**config.mk**
```make
export PLATFORM = sky130hd
export DESIGN_NAME = prsoi_cordic
export DESIGN_NICKNAME = d
export VERILOG_FILES = /design/src/hw/rtl/prsoi_pkg.sv /design/src/hw/rtl/prsoi_cordic.sv
export SDC_FILE = /design/constraint.sdc
export NUM_CORES = 1
export LEC_CHECK = 0
export BUFFER_PORTS_ARGS = -buffer_cell sky130_fd_sc_hd__buf_4
export CAP_MARGIN = 25
export CORE_ASPECT_RATIO = 0.7
export CORE_MARGIN = 2
export CORE_UTILIZATION = 30
export DETAILED_ROUTE_END_ITERATION = 12
export SLEW_MARGIN = 20
export SYNTH_ARGS = -nofsm -noshare
export SYNTH_HDL_FRONTEND = slang
export SYNTH_SLANG_ARGS = --single-unit
```
**constraint.sdc**
```tcl
create_clock -name clk -period 8.5 [get_ports clk]
set_input_delay 1.7 -clock clk [delete_from_list [all_inputs] [get_ports clk]]
set_output_delay 1.7 -clock clk [all_outputs]
set_load 0.03 [all_outputs]
```
**src/hw/rtl/prsoi_pkg.sv**
```systemverilog
// Shared types, constants and the arctangent table for the polar range scan block.
`default_nettype none
package prsoi_pkg;
	localparam int CORDIC_STEPS = 20;
	localparam int CORDIC_SCALE = 14;
	localparam int STEP_W = 5;
	localparam logic [31:0] BAND_UNITS = 32'd163840;
	localparam logic [7:0] PIXEL_HIT = 8'd255;
	localparam logic [7:0] PIXEL_MISS = 8'd0;

	typedef enum logic [1:0] {
		OP_CLEAR = 2'd0,
		OP_POINT = 2'd1,
		OP_CELL = 2'd2,
		OP_NONE = 2'd3
	} op_t;

	typedef enum logic [2:0] {
		REG_MIN_HEIGHT = 3'd0,
		REG_MAX_HEIGHT = 3'd1,
		REG_NEAR_BOX_X = 3'd2,
		REG_NEAR_BOX_Y = 3'd3,
		REG_CELL_WIDTH = 3'd4,
		REG_CELL_HEIGHT = 3'd5,
		REG_GRID_OFFSET_X = 3'd6,
		REG_GRID_OFFSET_Y = 3'd7
	} reg_idx_t;

	typedef struct packed {
		logic start;
		logic signed [15:0] x;
		logic signed [15:0] y;
	} cordic_req_t;

	typedef struct packed {
		logic done;
		logic [31:0] theta;
	} cordic_rsp_t;

	function automatic logic [31:0] atan_turn(input logic [STEP_W-1:0] i);
		logic [31:0] v;
		case (i)
			5'd0: v = 32'd536870912;
			5'd1: v = 32'd316933406;
			5'd2: v = 32'd167458907;
			5'd3: v = 32'd85004756;
			5'd4: v = 32'd42667331;
			5'd5: v = 32'd21354465;
			5'd6: v = 32'd10679838;
			5'd7: v = 32'd5340245;
			5'd8: v = 32'd2670163;
			5'd9: v = 32'd1335087;
			5'd10: v = 32'd667544;
			5'd11: v = 32'd333772;
			5'd12: v = 32'd166886;
			5'd13: v = 32'd83443;
			5'd14: v = 32'd41722;
			5'd15: v = 32'd20861;
			5'd16: v = 32'd10430;
			5'd17: v = 32'd5215;
			5'd18: v = 32'd2608;
			5'd19: v = 32'd1304;
			default: v = 32'd0;
		endcase
		return v;
	endfunction
endpackage
`default_nettype wire

```
**src/hw/rtl/prsoi_cordic.sv**
```systemverilog
// Iterative vectoring CORDIC that turns a point into a bin angle, one step per cycle.
`default_nettype none
module prsoi_cordic
	import prsoi_pkg::*;
(
	input wire logic clk,
	input wire logic arst_n,
	input wire cordic_req_t req,
	output cordic_rsp_t rsp
);
	logic busy_q;
	logic done_q;
	logic [STEP_W-1:0] step_q;
	logic signed [31:0] cx_q;
	logic signed [31:0] cy_q;
	logic signed [31:0] z_q;
	logic xneg_q;
	logic xzero_q;
	logic yneg_q;
	logic signed [31:0] dx;
	logic signed [31:0] dy;
	logic [16:0] ax;
	logic [31:0] full;

	assign dx = cy_q >>> step_q;
	assign dy = cx_q >>> step_q;
	assign ax = req.x[15] ? 17'(-$signed({req.x[15], req.x})) : {1'b0, req.x};

	always_ff @(posedge clk or negedge arst_n) begin
		if (!arst_n) begin
			busy_q <= 1'b0;
			done_q <= 1'b0;
			step_q <= '0;
		end else begin
			done_q <= 1'b0;
			if (req.start) begin
				busy_q <= 1'b1;
				step_q <= '0;
			end else if (busy_q) begin
				step_q <= step_q + 1'b1;
				if (step_q == STEP_W'(CORDIC_STEPS - 1)) begin
					busy_q <= 1'b0;
					done_q <= 1'b1;
				end
			end
		end
	end

	always_ff @(posedge clk) begin
		if (req.start) begin
			cx_q <= $signed({15'b0, ax}) <<< CORDIC_SCALE;
			cy_q <= 32'(req.y) <<< CORDIC_SCALE;
			z_q <= '0;
			xneg_q <= req.x[15];
			xzero_q <= (req.x == '0);
			yneg_q <= req.y[15];
		end else if (busy_q) begin
			if (cy_q > 0) begin
				cx_q <= cx_q + dx;
				cy_q <= cy_q - dy;
				z_q <= z_q + $signed(atan_turn(step_q));
			end else begin
				cx_q <= cx_q - dx;
				cy_q <= cy_q + dy;
				z_q <= z_q - $signed(atan_turn(step_q));
			end
		end
	end

	always_comb begin
		if (xzero_q) begin
			full = yneg_q ? 32'h0 : 32'h8000_0000;
		end else if (xneg_q) begin
			full = 32'h4000_0000 + 32'h8000_0000 - 32'(z_q);
		end else begin
			full = 32'h4000_0000 + 32'(z_q);
		end
	end

	assign rsp.done = done_q;
	assign rsp.theta = full;
endmodule
`default_nettype wire

```
==> After elaboration in Yosys (flattened, before gate mapping) <==
Memory sizes are Yosys's and may differ from the RTL's.
Index checks and enable logic that the tools add are counted.
W data, S select, Z words.
{ "word_totals": {"in_bits": 35, "latch_bits": 0, "mem_bits_ro": 1920, "out_inout_bits": 33, "n_memories": 2, "word_cells": 54, "ramBits": 0, "regBits": 106} }
{ "mem_list": {"columns": ["memory", "words", "word_bits", "rd", "rd_clocked_by_memory_dff", "write_ports", "line", "rtl"], "rows": [
  ["(name not given)", 32, 30, 1, 0, 0, "prsoi_pkg.sv:42", "case (i)"],
  ["(name not given)", 32, 30, 1, 0, 0, "prsoi_pkg.sv:42", null]
]} }
{ "op_classes": {"eq_ne": 1, "n_addsub": 10, "n_shift": 2, "div": 0, "reduce_logical": 2, "n_mul": 0, "bitwise_logic": 0, "muxes": 25, "magnitude_cmp": 1} }
{ "ops": {"columns": ["operator", "count"], "rows": [
  ["$mux W32", 14],
  ["$add A32 B32 Y32", 3],
  ["$sub A32 B32 Y32", 3],
  ["$sshr A32 B5 Y32", 2],
  ["$mux W31", 2],
  ["$add A31 B32 Y32 const A", 1],
  ["$gt A32 B1 Y1 const B", 1],
  ["$sub A32 B32 Y32 const A", 1],
  ["$mux W17", 1],
  ["$neg A16 Y17", 1],
  ["$logic_not A16 Y1", 1],
  ["$mux W5", 2],
  ["$mux W1", 6],
  ["$add A5 B1 Y5 const B", 1],
  ["$eq A5 B5 Y1 const B", 1],
  ["$reduce_bool A2 Y1", 1]
]} }

==> Longest topological paths before layout <==
{ "depth": {"depth_word": 6, "depth_mapped": 32, "mapped_depth_nobuf": 24} }

==> Worst setup path after synthesis <==
OpenSTA, ideal clock, no wires.
{ "synth_timing": {"path_type": "register to register", "start": "reg step_q[0]", "end": "reg z_q[30]", "n_path_buf": 8, "t_required_ns": 8.375, "slack_ns": 2.462, "setup_ns": 0.125, "path_stages_with_launch": 31, "arrival_ns": 5.913, "period_less_slack_ns": 6.038, "cell_sequence": "dfrtp_1 > buf_6 > buf_12 > buf_12 > buf_8 > buf_8 > buf_4 > buf_2 > inv_1 > ha_1 > o311a_1 > a31oi_1 > and2_1 > nor3b_2 > and2_1 > nand3_1 > o41ai_1 > buf_4 > nor2_1 > a21oi_1 > ha_1 > a21o_1 > a21oi_1 > nor3b_1 > o211ai_1 > and3_1 > o21a_1 > or4_1 > a21oi_1 > xor2_1 > o21ai_1"} }
{ "synth_via": {"elab_chain_len": 6, "elab_cells_between_ends": 11, "cone_classes": "add/sub: 2; mux: 7; memory: 2"} }
{ "synth_lines": {"columns": ["item", "line", "rtl"], "rows": [
  ["start: declaration", "prsoi_cordic.sv:13", "logic [STEP_W-1:0] step_q;"],
  ["start signal: assignment", "prsoi_cordic.sv:40", "step_q <= step_q + 1'b1;"],
  ["$mem_v2 Z32 W30", null, null],
  ["$mux W32", "prsoi_cordic.sv:58", "if (cy_q > 0) begin"],
  ["$mux W32", "prsoi_cordic.sv:57", "end else if (busy_q) begin"],
  ["$mux W32", "prsoi_cordic.sv:50", "if (req.start) begin"],
  ["$sub A32 B32 Y32 / $add A32 B32 Y32 (equally long branches)", "prsoi_cordic.sv:65, prsoi_cordic.sv:61", null],
  ["$mux W32 (*)", "prsoi_cordic.sv:58", null],
  ["end signal: assignment", "prsoi_cordic.sv:61", "z_q <= z_q + $signed(atan_turn(step_q));"],
  ["end signal: assignment", "prsoi_cordic.sv:65", "z_q <= z_q - $signed(atan_turn(step_q));"],
  ["end: declaration", "prsoi_cordic.sv:16", "logic signed [31:0] z_q;"]
]} }
Every way passes the cells marked *; elsewhere a longest branch is shown, timed or not. The select of a mux whose other input is x is not followed.
A chain may end at the register's enable or synchronous reset.

==> Final worst setup path <==
{ "layout_timing": {"start": "reg step_q[0]", "end": "reg cx_q[31]"} }
{ "layout_via": {"elab_chain_len": 3, "elab_cells_between_ends": 4, "cone_classes": "add/sub: 2; shift: 1; mux: 1"} }
{ "layout_lines": {"columns": ["item", "line", "rtl"], "rows": [
  ["$sshr A32 B5 Y32 (*)", "prsoi_cordic.sv:25", "assign dx = cy_q >>> step_q;"],
  ["$sub A32 B32 Y32 / $add A32 B32 Y32 (equally long branches)", "prsoi_cordic.sv:63, prsoi_cordic.sv:59", null],
  ["$mux W32 (*)", "prsoi_cordic.sv:58", null],
  ["end signal: assignment", "prsoi_cordic.sv:51", "cx_q <= $signed({15'b0, ax}) <<< CORDIC_SCALE;"],
  ["end signal: assignment", "prsoi_cordic.sv:59", "cx_q <= cx_q + dx;"],
  ["end signal: assignment", "prsoi_cordic.sv:63", "cx_q <= cx_q - dx;"],
  ["end: declaration", "prsoi_cordic.sv:14", "logic signed [31:0] cx_q;"]
]} }
Every way passes the cells marked *; elsewhere a longest branch is shown, timed or not.

==> results.md <==
- Routed WL: 58,900 µm
- Die footprint: 56,200 µm²
- Clock root cell: clkbuf_16
- CP Data Required Time: 8.83 ns
- Routing usage on met2: 28.9%
- Global-route wire length before repair: 89,300 µm
- FP Rows: 71
- Clock skew: 0.0150 ns
- DR iter-0 viols: 1,900
- Setup ws final: 1.41 ns
- Starting Density: 30.4%
- Largest net degree at the start of global routing: 70
- Post-Syn Area: 16,300 µm²
- Hpwl dp: 45,600 µm
- CTS tree: yes
- Startpoint types: flop
- Setup WS pre-CTS: 1.54 ns
- Worst Tran Pin Value: 1.02 ns
- Critical path arrival: 7.42 ns
- Layout Nets: 2,131
- Placer Congestion: 0.956
- CTS H-tree lvls: 3
- Post-synthesis sequential area ratio: 15.6%
- Clock Path Buffers: 2
- Hold WC Path Type: reg -> reg
- Post-CTS setup buffer count: 0
- Final Instance Area: 17,700 µm²
- Count of final max-slew check failures: 0
- Area grow syn2layout: 8.52%
- CTS resizes: 0
- IO Pins: 68
- Vias in the first global route: 14,700
- Crit path kind: reg -> reg
- Placed cell areas: 17,400 µm²
- Final hold vios: 0
- Synth Net Count: 2,141
- Max-cap violation count: 0
- Met3 Use GR: 6.82%
- CTS sink cnt: 106
- Layout cells sized above 1: 13.6%
- Final setup fails: 0
- Post-synth EDFFs: 38
- CP endpoint kind: flop
- TritonRoute pass-1 iters: 5
- Yosys warns: 0
- Number of antenna diodes: 0
- Status: complete, no violations
- Relative slew margins: 32.2%
- Die Width: 282 µm
- Antenna violations before repair: 0
- Remaining antenna violation count after routing: 0
- Final setup TNS: 0 ns
- Clock transition at path regs: 0.09 ns
- Max FO, Critical Path: 58
- Most Crowded Layer GR: met1
- Hold WS: 0.511 ns
- Post-synthesis cell count: 1,995
- Vias per Instance: 5.84
- Worst-Skew Late Latency: 0.40 ns
- Mean Syn Cell Area: 8.16 µm²
- Overall die height: 199 µm
- Inserted Clock Buffers: 9
- DRC: 0
- Yosys reg bits: 106
- GRT overflow: 0
- Tmin final: 7.09 ns
- Overall global routing resource usage: 20.7%
- Unrepaired setup endpoints after global routing: no
- Post-CTS Hold Buffers: 0
- Synth cell types: 102
- Core Box Area: 53,700 µm²
- Prevailing post-synth register cell: dfxtp_1
- Met1 Use GR: 30.5%
- Max Fclk: 141 MHz
- Routed vias: 15,900
- Final Cycle Share: 83.4%
- Fraction of registers with async set/reset: 6.60%
- Routed len/inst: 21.6 µm
- IO buf count: 67
==> final timing paths <==
| path | start | to | slack, ns | depth (start not counted) |
|---|---|---|---|---|
| setup / recovery | step_q[0]$_DFFE_PN0P_ | cx_q[31]$_SDFFE_PP0P_ | 1.41 | 24 |
| hold / removal | z_q[21]$_SDFFE_PP0P_ | z_q[21]$_SDFFE_PP0P_ | 0.51 | 2 |
| setup reg to reg | step_q[0]$_DFFE_PN0P_ | cx_q[31]$_SDFFE_PP0P_ | 1.41 | 24 |
| hold reg to reg | z_q[21]$_SDFFE_PP0P_ | z_q[21]$_SDFFE_PP0P_ | 0.51 | 2 |
| max in group asynchronous | arst_n | step_q[3]$_DFFE_PN0P_ | 7.24 | 1 |
| min in group asynchronous | arst_n | step_q[2]$_DFFE_PN0P_ | 1.10 | 1 |
==> area by class of cell <==
type	count	area [µm²]
Fill cell	5684	36000
Multi-Input combinational cell	1719	13000
Sequential cell	106	2550
Tap cell	730	913
Timing Repair Buffer	101	785
Clock buffer	10	239
Inverter	48	180
Clock inverter	6	53.8
==> cells in the final DEF, fill, tap and decap left out, drive strengths merged, types with 17 or more instances in the layout <==
cell type / synthesis / final
o21a: 27 / 27
o22ai: 17 / 17
mux2i: 81 / 81
inv: 47 / 52
edfxtp: 38 / 38
xor2: 103 / 103
a211oi: 23 / 23
or3: 21 / 21
and2: 20 / 20
nor2: 218 / 218
nand3: 32 / 32
ha: 108 / 108
a31oi: 27 / 27
o31ai: 29 / 29
a21o: 38 / 38
o21ai: 135 / 135
xnor2: 101 / 101
dfxtp: 61 / 61
nand2b: 30 / 30
nor2b: 24 / 24
buf: 60 / 101
mux4: 77 / 77
mux2: 27 / 27
nand2: 170 / 170
a21oi: 168 / 168
nor3: 41 / 41
==> state kept, by name (all words and copies together), names as in the netlist <==
| name | cells |
|---|---|
| cx_q | 32 |
| cy_q | 32 |
| z_q | 32 |
| step_q | 5 |
| busy_q | 1 |
| done_q | 1 |
| xneg_q | 1 |
| xzero_q | 1 |
| yneg_q | 1 |
==> critical path, cell delays in order, from the launching register on <==
cell	delay, ns
dfrtp_4	1.04
buf_12	0.39
mux4_2	0.59
mux2_2	0.30
o22ai_1	0.17
a21oi_1	0.15
nand4bb_1	0.29
nand2b_1	0.32
nor2_1	0.27
and2_2	0.25
o21a_1	0.13
o22ai_1	0.07
a211oi_1	0.26
ha_1	0.34
a21oi_1	0.19
o21ai_0	0.12
a31oi_1	0.18
o21ai_0	0.13
a21oi_1	0.42
o211ai_1	0.22
a31oi_1	0.28
o21ai_0	0.16
xor2_1	0.20
or3_1	0.33
a21oi_1	0.14
==> cell families after synthesis <==
logic type                 after synthesis  synth area share (%)
and+or+nand+nor                        626                  18.6
AOI/OAI and AO/OA                      593                  23.6
xor gates and xnor gates               204                  11.0
muxes                                  185                  17.6
buffers and inverters                  170                  5.00
adders and majority gates              111                  8.67
DFF                                    106                  15.6
==> through the flow <==
step	util (%)	std cells
finish	32.9	2720
detailed placement	32.4	2704
global route	32.9	2720
floorplan	-	1995
CTS	32.9	2720
global placement	32.4	2702
==> synth_stat cells (6+ instances only) <==
library cell	count	share of area, %
a21o_1	38	1.8
nand2b_1	29	1.1
or2_2	10	0.38
nor2b_1	24	0.92
o41ai_1	9	0.48
buf_4	11	0.51
a31oi_1	27	1.0
edfxtp_1	38	7.0
and3_1	10	0.38
o211ai_1	9	0.41
buf_2	22	0.68
dfxtp_1	61	7.5
nor3b_1	7	0.32
o22ai_1	15	0.58
nor2_1	217	5.0
inv_1	46	1.1
mux2_2	23	1.6
nand2_1	169	3.9
xnor2_1	101	5.4
buf_6	7	0.48
mux4_2	76	11
mux2i_1	79	4.9
or4_1	6	0.28
and2_1	18	0.69
xor2_1	103	5.5
nor3_1	38	1.2
o21ai_0	131	4.0
a211oi_1	22	1.0
a21oi_1	166	5.1
nand4_1	7	0.27
buf_1	16	0.37
clkbuf_1	62	1.4
dfrtp_1	7	1.1
a221oi_1	7	0.38
or3_1	21	0.81
nor4_1	12	0.46
o21a_1	27	1.2
a22oi_1	13	0.60
o21bai_1	11	0.51
o31ai_1	29	1.3
nand3_1	29	0.89
ha_1	108	8.3
a22o_1	14	0.75
==> routing by layer <==
| metal | vias up | wire [µm] |
|---|---|---|
| li1 | 7397 | - |
| met1 | 7669 | 28000 |
| met2 | 731 | 23500 |
| met3 | 85 | 6460 |
| met4 | 0 | 886 |
| met5 | - | 0 |
Power is left out: the tool's default activity adds up to more than one toggle a clock period on the data nets, which glitch-free logic cannot reach.
